--- src/design/pp5d_pkg.sv ---
// Package for the packed 5-bit palette decoder.
// Holds shared constants, codes and payload types; no dependencies.
`default_nettype none

package pp5d_pkg;

    localparam int PALETTE_DEPTH = 32;
    localparam int INDEX_W       = 5;
    localparam int COLOR_W       = 32;
    localparam int SIZE_W        = 6;
    localparam int BUF_W         = 12;
    localparam int HELD_W        = 3;

    localparam logic ACT_LOAD  = 1'b0;
    localparam logic ACT_PIXEL = 1'b1;

    localparam logic CFG_PALETTE_ENTRIES = 1'b0;
    localparam logic CFG_FALLBACK_INDEX  = 1'b1;

    localparam logic [SIZE_W-1:0]  PALETTE_ENTRIES_RST = 6'd15;
    localparam logic [INDEX_W-1:0] FALLBACK_INDEX_RST  = 5'd14;

    typedef struct packed {
        logic               last;
        logic [INDEX_W-1:0] index;
    } pend_t;

    typedef struct packed {
        logic               last;
        logic               invalid;
        logic [INDEX_W-1:0] index;
        logic [COLOR_W-1:0] color;
    } pix_t;

endpackage

`default_nettype wire

--- src/design/pp5d_ram.sv ---
// Generic simple dual-port RAM: one write port, one registered read port.
// No package dependencies.
`default_nettype none

module pp5d_ram #(
    parameter int WIDTH = 32,
    parameter int DEPTH = 32
) (
    input  wire logic                                   clk,
    input  wire logic                                   we,
    input  wire logic [(DEPTH > 1 ? $clog2(DEPTH) : 1)-1:0] waddr,
    input  wire logic [WIDTH-1:0]                       wdata,
    input  wire logic [(DEPTH > 1 ? $clog2(DEPTH) : 1)-1:0] raddr,
    output logic      [WIDTH-1:0]                       rdata
);

    logic [WIDTH-1:0] mem [DEPTH];

    always_ff @(posedge clk)
    begin
        if (we)
        begin
            mem[waddr] <= wdata;
        end
        rdata <= mem[raddr];
    end

endmodule

`default_nettype wire

--- src/design/pp5d_unpack.sv ---
// Bit buffer and pending index slots: splits each pixel byte into one or two indices.
// Depends on pp5d_pkg.
`default_nettype none

module pp5d_unpack (
    input  wire logic          clk,
    input  wire logic          rst_n,
    input  wire logic          accept,
    input  wire logic          action,
    input  wire logic          start_of_image,
    input  wire logic [7:0]    data_byte,
    input  wire logic          issue,
    output pp5d_pkg::pend_t    head,
    output logic [1:0]         pend_cnt
);

    logic [pp5d_pkg::BUF_W-1:0]  bit_buffer_reg, bit_buffer_next;
    logic [pp5d_pkg::HELD_W-1:0] bits_held_reg, bits_held_next;
    logic [1:0]                  cnt_reg, cnt_next;
    pp5d_pkg::pend_t             pend0_reg, pend0_next;
    pp5d_pkg::pend_t             pend1_reg, pend1_next;

    logic [pp5d_pkg::BUF_W-1:0]  buf0;
    logic [pp5d_pkg::HELD_W-1:0] held0;
    logic [pp5d_pkg::BUF_W-1:0]  new_buf;
    logic [3:0]                  held_sum;
    logic [3:0]                  sh0;
    logic [3:0]                  sh1;
    logic                        two;
    logic [pp5d_pkg::INDEX_W-1:0] idx0;
    logic [pp5d_pkg::INDEX_W-1:0] idx1;

    always_comb
    begin
        buf0     = start_of_image ? '0 : bit_buffer_reg;
        held0    = start_of_image ? '0 : bits_held_reg;
        new_buf  = {buf0[3:0], data_byte};
        held_sum = 4'({1'b0, held0} + 4'd8);
        two      = held_sum >= 4'd10;
        sh0      = held_sum - 4'd5;
        sh1      = held_sum - 4'd10;
        idx0     = pp5d_pkg::INDEX_W'(new_buf >> sh0);
        idx1     = pp5d_pkg::INDEX_W'(new_buf >> sh1);

        bit_buffer_next = bit_buffer_reg;
        bits_held_next  = bits_held_reg;
        cnt_next        = cnt_reg;
        pend0_next      = pend0_reg;
        pend1_next      = pend1_reg;

        if (issue)
        begin
            pend0_next = pend1_reg;
            cnt_next   = cnt_reg - 2'd1;
        end

        if (accept && action == pp5d_pkg::ACT_PIXEL)
        begin
            bit_buffer_next  = new_buf;
            bits_held_next   = two ? pp5d_pkg::HELD_W'(sh1) : pp5d_pkg::HELD_W'(sh0);
            pend0_next.index = idx0;
            pend0_next.last  = !two;
            pend1_next.index = idx1;
            pend1_next.last  = 1'b1;
            cnt_next         = two ? 2'd2 : 2'd1;
        end
    end

    always_ff @(posedge clk or negedge rst_n)
    begin
        if (!rst_n)
        begin
            bit_buffer_reg <= '0;
            bits_held_reg  <= '0;
            cnt_reg        <= '0;
        end
        else
        begin
            bit_buffer_reg <= bit_buffer_next;
            bits_held_reg  <= bits_held_next;
            cnt_reg        <= cnt_next;
        end
    end

    always_ff @(posedge clk)
    begin
        pend0_reg <= pend0_next;
        pend1_reg <= pend1_next;
    end

    assign head     = pend0_reg;
    assign pend_cnt = cnt_reg;

endmodule

`default_nettype wire

--- src/design/pp5d_outq.sv ---
// Two-entry result queue between the palette read and the output channel.
// Depends on pp5d_pkg.
`default_nettype none

module pp5d_outq (
    input  wire logic          clk,
    input  wire logic          rst_n,
    input  wire logic          push,
    input  wire pp5d_pkg::pix_t push_data,
    input  wire logic          pop,
    output pp5d_pkg::pix_t     head,
    output logic [1:0]         occ
);

    pp5d_pkg::pix_t slot_reg [2];
    logic           wr_ptr_reg, wr_ptr_next;
    logic           rd_ptr_reg, rd_ptr_next;
    logic [1:0]     occ_reg, occ_next;

    always_comb
    begin
        wr_ptr_next = wr_ptr_reg ^ push;
        rd_ptr_next = rd_ptr_reg ^ pop;
        occ_next    = occ_reg + {1'b0, push} - {1'b0, pop};
    end

    always_ff @(posedge clk or negedge rst_n)
    begin
        if (!rst_n)
        begin
            wr_ptr_reg <= 1'b0;
            rd_ptr_reg <= 1'b0;
            occ_reg    <= '0;
        end
        else
        begin
            wr_ptr_reg <= wr_ptr_next;
            rd_ptr_reg <= rd_ptr_next;
            occ_reg    <= occ_next;
        end
    end

    always_ff @(posedge clk)
    begin
        if (push)
        begin
            slot_reg[wr_ptr_reg] <= push_data;
        end
    end

    assign head = slot_reg[rd_ptr_reg];
    assign occ  = occ_reg;

endmodule

`default_nettype wire

--- src/design/packed_5bit_palette_decoder.sv ---
// Top level of the packed 5-bit palette decoder: config registers, palette read issue.
// Depends on pp5d_pkg, pp5d_ram, pp5d_unpack and pp5d_outq.
//
// channel   direction  handshake              payload
// s_*       in         s_tvalid / s_tready    tdata: byte, entry; tuser: action, start
// m_*       out        m_tvalid / m_tready    tdata: color, index; tuser: invalid; tlast
// cfg_*     in         cfg_valid / cfg_ready  cfg_index, cfg_data
//
// A byte yields one or two pixels; the palette RAM read port issues one lookup per cycle
// while the result queue has room. A pixel passes the pending slot, the registered read
// and the result queue. Loads write the RAM on their transfer. Reset clears the bit buffer
// and counters and loads the config register defaults; the palette is undefined until loaded.
// A stall on m_tready fills the two-entry result queue, then holds issue and s_tready.
`default_nettype none

module packed_5bit_palette_decoder #(
    parameter int PALETTE_DEPTH = pp5d_pkg::PALETTE_DEPTH
) (
    input  wire logic        clk,
    input  wire logic        rst_n,
    input  wire logic        s_tvalid,
    output logic             s_tready,
    // [7:0] data_byte, [12:8] entry_index, [20:13] entry_alpha, [28:21] entry_red,
    // [36:29] entry_green, [44:37] entry_blue, [47:45] zero
    input  wire logic [47:0] s_tdata,
    // [0] action, [1] start_of_image
    input  wire logic [1:0]  s_tuser,
    output logic             m_tvalid,
    input  wire logic        m_tready,
    // [7:0] pixel_alpha, [15:8] pixel_red, [23:16] pixel_green, [31:24] pixel_blue,
    // [36:32] color_index, [39:37] zero
    output logic [39:0]      m_tdata,
    // [0] index_invalid
    output logic             m_tuser,
    output logic             m_tlast,
    input  wire logic        cfg_valid,
    output logic             cfg_ready,
    input  wire logic        cfg_index,
    input  wire logic [5:0]  cfg_data
);

    localparam int AW = PALETTE_DEPTH > 1 ? $clog2(PALETTE_DEPTH) : 1;
    localparam logic [pp5d_pkg::SIZE_W-1:0] DepthSize = pp5d_pkg::SIZE_W'(PALETTE_DEPTH);

    logic [pp5d_pkg::SIZE_W-1:0]  palette_entries_reg, palette_entries_next;
    logic [pp5d_pkg::INDEX_W-1:0] fallback_index_reg, fallback_index_next;

    logic                         rd_valid_reg;
    pp5d_pkg::pend_t              rd_pend_reg;
    logic                         rd_bad_reg;
    logic                         rd_zero_reg;

    logic                         s_accept;
    logic                         action;
    logic                         issue;
    logic                         pop;
    logic [1:0]                   pend_cnt;
    logic [1:0]                   occ;
    pp5d_pkg::pend_t              head;
    pp5d_pkg::pix_t               push_data;
    pp5d_pkg::pix_t               out_pix;
    logic [pp5d_pkg::SIZE_W-1:0]  size;
    logic                         bad;
    logic [pp5d_pkg::INDEX_W-1:0] sel;
    logic                         sel_out;
    logic                         we;
    logic [pp5d_pkg::COLOR_W-1:0] wdata;
    logic [pp5d_pkg::COLOR_W-1:0] rdata;

    assign action   = s_tuser[0];
    assign pop      = m_tvalid && m_tready;
    assign issue    = pend_cnt != 2'd0
                   && ({1'b0, occ} + {2'b0, rd_valid_reg}) <= (3'd1 + {2'b0, pop});
    assign s_tready = pend_cnt == 2'd0 || (pend_cnt == 2'd1 && issue);
    assign s_accept = s_tvalid && s_tready;

    assign cfg_ready = 1'b1;

    always_comb
    begin
        palette_entries_next = palette_entries_reg;
        fallback_index_next  = fallback_index_reg;
        if (cfg_valid)
        begin
            unique case (cfg_index)
                pp5d_pkg::CFG_PALETTE_ENTRIES: palette_entries_next = cfg_data;
                pp5d_pkg::CFG_FALLBACK_INDEX:  fallback_index_next  = cfg_data[4:0];
                default:                       palette_entries_next = palette_entries_reg;
            endcase
        end
    end

    always_comb
    begin
        size    = palette_entries_reg > DepthSize ? DepthSize : palette_entries_reg;
        bad     = {1'b0, head.index} >= size;
        sel     = bad ? fallback_index_reg : head.index;
        sel_out = {1'b0, sel} >= DepthSize;
        we      = s_accept && action == pp5d_pkg::ACT_LOAD
               && {1'b0, s_tdata[12:8]} < DepthSize;
        wdata   = {s_tdata[20:13], s_tdata[28:21], s_tdata[36:29], s_tdata[44:37]};
    end

    always_ff @(posedge clk or negedge rst_n)
    begin
        if (!rst_n)
        begin
            palette_entries_reg <= pp5d_pkg::PALETTE_ENTRIES_RST;
            fallback_index_reg  <= pp5d_pkg::FALLBACK_INDEX_RST;
            rd_valid_reg        <= 1'b0;
        end
        else
        begin
            palette_entries_reg <= palette_entries_next;
            fallback_index_reg  <= fallback_index_next;
            rd_valid_reg        <= issue;
        end
    end

    always_ff @(posedge clk)
    begin
        if (issue)
        begin
            rd_pend_reg <= head;
            rd_bad_reg  <= bad;
            rd_zero_reg <= sel_out;
        end
    end

    pp5d_ram #(
        .WIDTH (pp5d_pkg::COLOR_W),
        .DEPTH (PALETTE_DEPTH)
    ) u_palette (
        .clk   (clk),
        .we    (we),
        .waddr (s_tdata[8 +: AW]),
        .wdata (wdata),
        .raddr (sel[AW-1:0]),
        .rdata (rdata)
    );

    pp5d_unpack u_unpack (
        .clk            (clk),
        .rst_n          (rst_n),
        .accept         (s_accept),
        .action         (action),
        .start_of_image (s_tuser[1]),
        .data_byte      (s_tdata[7:0]),
        .issue          (issue),
        .head           (head),
        .pend_cnt       (pend_cnt)
    );

    always_comb
    begin
        push_data.color   = rd_zero_reg ? '0 : rdata;
        push_data.index   = rd_pend_reg.index;
        push_data.invalid = rd_bad_reg;
        push_data.last    = rd_pend_reg.last;
    end

    pp5d_outq u_outq (
        .clk       (clk),
        .rst_n     (rst_n),
        .push      (rd_valid_reg),
        .push_data (push_data),
        .pop       (pop),
        .head      (out_pix),
        .occ       (occ)
    );

    assign m_tvalid = occ != 2'd0;
    assign m_tdata  = {3'b000, out_pix.index, out_pix.color[7:0], out_pix.color[15:8],
                       out_pix.color[23:16], out_pix.color[31:24]};
    assign m_tuser  = out_pix.invalid;
    assign m_tlast  = out_pix.last;

endmodule

`default_nettype wire

--- config.mk ---
export PLATFORM = sky130hd
export DESIGN_NAME = packed_5bit_palette_decoder
export DESIGN_NICKNAME = d
export VERILOG_FILES = /design/src/design/pp5d_pkg.sv /design/src/design/pp5d_ram.sv /design/src/design/pp5d_unpack.sv /design/src/design/pp5d_outq.sv /design/src/design/packed_5bit_palette_decoder.sv
export SDC_FILE = /design/constraint.sdc
export NUM_CORES = 1
export LEC_CHECK = 0
export BUFFER_PORTS_ARGS = -buffer_cell sky130_fd_sc_hd__buf_2
export CAP_MARGIN = 20
export CORE_ASPECT_RATIO = 0.75
export CORE_MARGIN = 3
export CORE_UTILIZATION = 30
export CTS_CLUSTER_SIZE = 30
export DETAILED_ROUTE_END_ITERATION = 8
export SYNTH_ARGS = -nofsm -noshare
export SYNTH_HDL_FRONTEND = slang
export SYNTH_SLANG_ARGS = --single-unit
--- constraint.sdc ---
create_clock -name clk -period 4.6 [get_ports clk]
set_input_delay 0.23 -clock clk [delete_from_list [all_inputs] [get_ports clk]]
set_output_delay 0.23 -clock clk [all_outputs]
set_load 0.01 [all_outputs]
==> results.cfg, run 1 <==
[placement]
postPlaceCellArea_um2 = 49700
placed_cells = 5150
dp_hpwl_um = 67100
routabilityCongestion = 0.822
pre_cts_slack_ps = 841
port_buffers = 99

[clock_tree]
clk_pin_slew_ps = 70
cts_buffer_depth = 3
cts.sinks = 1177
cts_setup_buffers = 0
clock-root-buffer = clkbuf_16
clk_latency_ps = 700
cts_tree = done
ctsResizeCount = 0
numCtsBuffers = 108
htreeDepth = 3

[die]
die-area_um2 = 158000
fp-row-count = 123
coreArea_um2 = 151000
pin_count = 107
die_w_um = 458
fp.dieH_um = 345
start_util = 0.304

[setup_path]
worst_path_max_delay_cell = dfstp_2
cp-end-kind = flop
path_cells = nor2b_1 > ha_1 > nand2b_1 > a21oi_1 > o21a_1 > buf_4 > inv_6 > a21boi_4 > buf_12 > buf_4 > nand2_1 > a32oi_1 > a31oi_1 > nor4_2
critPathMaxFanout = 66
cp.required_ps = 5190
critical_path_class = flop to flop
slowest_delay_ps = 530
path_common_cell = buf_4
arrival_ps = 4330
start_kind = flop

[pwr]
p_switching_mw = 12.5
powerDensity_nw_per_um2 = 640
p_leak_nw = 17.7
pwr-share-clk = 0.269
intPower_mw = 21.9
irDropWorstVdd_v = 0.000711
combPwrFrac = 0.355
p_seq_frac = 0.377
switching_share = 0.362

[synthesis]
synth.area.top_cells = edfxtp_1 (73%), nand2_1 (6.6%), mux2i_1 (3.0%)
synth.top_cells.by_count = edfxtp_1 (1120), nand2_1 (812), nand3_1 (256), mux2i_1 (136), a31oi_1 (132)
synth_edf_count = 1120
syn_area_per_cell_um2 = 14.6
synth.distinct_cells = 55
synth_cells = 3137
synth_most_common_cell = edfxtp_1
synth_ff_type = edfxtp_1
synthArstFlopShare = 0.0212
synth-seq-cells = 1177
synth.cell_area_um2 = 45900
synth_seq_area_share = 0.761
yosysWarnings = 0
yosys.area.top_type = edfxtp_1
synth_top_cell_area_share = 0.733

[grt]
grt_pass1_vias = 25400
grt-ovfl-total = 0
grt_max_degree = 113
antenna_found_initial = 16
grt_util_all_layers = 0.152
grt_pass1_wl_um = 178000

[layout]
layout.nets = 3381
layout-drive-gt1-share = 0.150
post_layout_nonfiller_instances = 5399
largest_register_ffs = 1024
area_growth_pct = 17.1
fin_area_um2 = 53700

[drt]
drc = 0
ant_nets = 0
viasPerCell = 5.02
wirelength_um = 122000
wire_per_inst_um = 22.7
drt_first_pass_iters = 5
vias = 27100
drt_iter0_drc = 2969

[sta]
fin_worst_skew_ps = 26.1
worst_pin_slew_ps = 928
layout_worst_path_cycle_share = 0.812
maxSlewHeadroom = 0.381
holdWs_ps = 33.7
period_needed_ps = 3740
setup_viol = 0
setup_tns_ps = 0
rsz0062_at_grt = no
finalMaxSlewViolations = 0
setup_ws_ps = 863
hold_viol = 0
timing.fmax_mhz = 268

[flow_run]
maxCapViolCount = 0

[outcome]
status = complete, no violations

[min_path]
min_path_type = primary input to flop
## per-layer routing
metal | vias to the layer above | part of all wire | global-route usage
met1 | 13700 | 0.45 | 0.222
met3 | 190 | 0.080 | 0.0273
met4 | 6 | 0.023 | 0.0396
met2 | 1114 | 0.45 | 0.232
li1 | 12100 | - | -
met5 | - | 0.00036 | 0
## worst max-delay path: cells and delay by family, from the launching register on
family,cells,cell delay [ps]
flip-flops,1,530
adder cells (fa/ha/maj),1,230
AO/OA/AOI/OAI,5,1180
AND/OR/NAND/NOR,4,650
buffers and inverters,4,950
## metrics by stage
| stage | util | power [mW] |
|---|---|---|
| 6_report | 0.356 | 34.4 |
| 3_3_place_gp | 0.329 | 25.3 |
| 2_1_floorplan | - | 21.2 |
| 3_5_place_dp | 0.329 | 25.4 |
| 5_1_grt | 0.356 | 36.1 |
| 4_1_cts | 0.356 | 34.7 |
## layout by cell type, fill, tap and decap left out, types with 15 or more instances in the layout
| cell | count |
|---|---|
| mux2i_1 | 136 |
| clkinv_1 | 18 |
| a21oi_1 | 29 |
| inv_1 | 18 |
| buf_12 | 51 |
| clkinv_2 | 20 |
| buf_2 | 99 |
| nor4_2 | 25 |
| nor2_1 | 22 |
| o21ai_0 | 15 |
| nand3_1 | 256 |
| buf_4 | 49 |
| edfxtp_1 | 1120 |
| a32oi_1 | 130 |
| nor2_4 | 40 |
| dlygate4sd3_1 | 39 |
| mux2_2 | 51 |
| nand2_1 | 812 |
| dfxtp_1 | 32 |
| clkbuf_1 | 21 |
| a31oi_1 | 128 |
| clkbuf_16 | 110 |
| ha_1 | 16 |
| dfrtp_1 | 17 |
## what timing repair did
item,CTS,global route
endpoints found under the setup margin,0,0
hold buffers,39,0
hold endpoints to repair,527,0
## cell type report
cell class,instances,area [µm²]
diodes,6,15.0
clock inverters,58,641
well taps,2000,2500
clock buffers,145,3020
multi-input cells,1753,10300
inverters,22,87.6
repair buffers,238,2270
fillers,14200,97200
flip-flops and latches,1177,34900
## cell families after synthesis
kind of cell / count (synthesis) / share of synthesized area
AO/OA/AOI/OAI: 328 / 0.0512
XOR/XNOR: 5 / 0.000954
adder cells (fa/ha/maj): 19 / 0.00534
buffers and inverters: 209 / 0.0233
flip-flops: 1177 / 0.761
multiplexers: 194 / 0.0452
other: 2 / 0.000164
AND/OR/NAND/NOR: 1203 / 0.113
## power by group through the flow
stage | clock, mW | sequential (mW) | combinational, mW
CTS | 9.39 | 13.0 | 12.3
detailed placement | 0 | 13.2 | 12.2
global route | 9.81 | 13.0 | 13.3
finish | 9.24 | 13.0 | 12.2
floorplan | 0 | 13.0 | 8.20
global placement | 0 | 13.2 | 12.1
## worst paths after layout
kind | cells past startpoint | from | slack (ps) | endpoint
min in group asynchronous | 2 | rst_n | 90 | u_outq.occ[0]
max in group asynchronous | 2 | rst_n | 4050 | u_outq.rd_ptr_reg
setup reg to reg | 14 | palette_entries_reg[0] | 860 | u_palette.rdata[13]
setup / recovery | 14 | palette_entries_reg[0] | 860 | u_palette.rdata[13]
hold reg to reg | 0 | u_unpack.head[5] | 430 | push_data[38]
hold / removal | 1 | s_tdata[33] | 30 | u_palette.mem[24][12]
Note: power is estimated with default switching activity, not from simulation.
==> run 2: changes to the inputs <==
==> constraint.sdc (replaced) <==
create_clock -name clk -period 3.2 [get_ports clk]
set_input_delay 0.16 -clock clk [delete_from_list [all_inputs] [get_ports clk]]
set_output_delay 0.16 -clock clk [all_outputs]
set_load 0.01 [all_outputs]
==> results.cfg, run 2 (synthesized netlist as in run 1, its figures left out) <==
[drt]
viasPerCell = 5.11
drc = 0
drt_first_pass_iters = 5
wire_per_inst_um = 25.3
drt_iter0_drc = 3497
ant_nets = 0
wirelength_um = 145000
vias = 29400

[setup_path]
cp-end-kind = flop
startpoint = palette_entries_reg[0]
critical_path_class = flop to flop
start_kind = flop
arrival_ps = 3840
r2r_start = palette_entries_reg[0]
critPathMaxFanout = 8
cp.required_ps = 3800

[clock_tree]
clk_latency_ps = 720
clk_pin_slew_ps = 70
cts_buffer_depth = 3
numCtsBuffers = 107
cts.sinks = 1177
clock-root-buffer = clkbuf_16
htreeDepth = 3
cts_tree = done

[pwr]
irDropWorstVdd_v = 0.000783
powerDensity_nw_per_um2 = 971
p_leak_nw = 20.2

[sta]
setup_ws_ps = -40.2
fin_worst_skew_ps = 35.2
period_needed_ps = 3240
setup_viol = 84
layout_worst_path_cycle_share = 1.01
worst_pin_slew_ps = 1160
finalMaxSlewViolations = 0
hold_viol = 0
rsz0062_at_grt = yes
holdWs_ps = 84.0
maxSlewHeadroom = 0.226
timing.fmax_mhz = 309

[grt]
grt-ovfl-total = 0
grt_util_all_layers = 0.164
grt_max_degree = 41
grt_pass1_wl_um = 189000
grt_pass1_vias = 26700
antenna_found_initial = 18

[placement]
dp_hpwl_um = 78900
routabilityCongestion = 0.838
placed_cells = 5335
pre_cts_slack_ps = -466
port_buffers = 99

[die]
die_w_um = 458
coreArea_um2 = 151000
pin_count = 107
fp.dieH_um = 345
fp-row-count = 123
start_util = 0.304
die-area_um2 = 158000

[layout]
layout-drive-gt1-share = 0.240
area_growth_pct = 29.0
utilization = 0.392
largest_register_ffs = 1024
post_layout_nonfiller_instances = 5741
layout_common_cells = edfxtp_1 (1120), nand2_1 (800), nand3_1 (254), buf_4 (182), clkbuf_16 (153)
mostFrequentLayoutCell = edfxtp_1
layout.nets = 3721

[min_path]
min_path_type = primary input to flop
hp-start = s_tdata[6]

[flow_run]
maxCapViolCount = 0

[outcome]
violations = negative setup slack
status = finished with violations
==> run 2: final cells by class <==
| type | count | area [µm²] |
|---|---|---|
| well taps | 2000 | 2500 |
| fillers | 13700 | 91800 |
| clock buffers | 153 | 2970 |
| repair buffers | 579 | 7330 |
| clock inverters | 47 | 534 |
| inverters | 22 | 87.6 |
| flip-flops and latches | 1177 | 34900 |
| diodes | 10 | 25.0 |
| multi-input cells | 1753 | 10800 |
==> run 2: layer usage <==
metal  track usage  part of all wire  routed length [µm]
met2         0.243              0.44               63500
met1         0.240              0.43               61700
met4        0.0446             0.024                3470
met5             0           0.00014                  21
met3        0.0387              0.11               16300
==> run 2: stage by stage <==
stage	area [µm²]	power [mW]	setup TNS (ps)
floorplan	46100	30.5	-262470
global route	59200	59.9	-60520
CTS	56600	53.6	-15.0
global placement	51800	39.6	-416760
finish	59200	57.5	-1010
detailed placement	51800	39.7	-306980
==> run 2: power breakdown <==
part	internal (mW)	switching (mW)
sequential	18.1	0.530
clock	7.29	5.68
combinational	11.2	14.7
total	36.6	20.9
==> run 2: worst paths after layout <==
| check | end | slack (ps) | cells past startpoint |
|---|---|---|---|
| worst max-delay path | u_palette.rdata[12] | -40 | 15 |
| worst min-delay path | u_unpack.pend1_reg[1] | 80 | 5 |
| worst max register to register | u_palette.rdata[12] | -40 | 15 |
| worst min register to register | u_outq.slot_reg[0][18] | 430 | 0 |
| max in group asynchronous | u_unpack.bits_held_reg[1] | 1560 | 5 |
| min in group asynchronous | palette_entries_reg[3] | 590 | 3 |
==> run 2: critical path, stage by stage (launching register included) <==
cell and delay, ps:
dfstp_2 540, nor2b_4 160, ha_4 200, nand2b_4 130
a21oi_2 130, o21a_2 200, clkinv_4 120, a21boi_4 290
buf_12 200, buf_12 130, buf_16 130, buf_4 150
nand2_1 60, nand3_1 120, a31oi_1 170, nor4_4 360
==> run 2: what timing repair did <==
action,4_1_cts,5_1_grt
pin swaps,15,80
hold buffers,55,0
gates cloned,10,47
endpoints found under the setup margin,1039,853
resized for setup,52,145
endpoints found under the hold margin,1068,0
buffers inserted,21,67
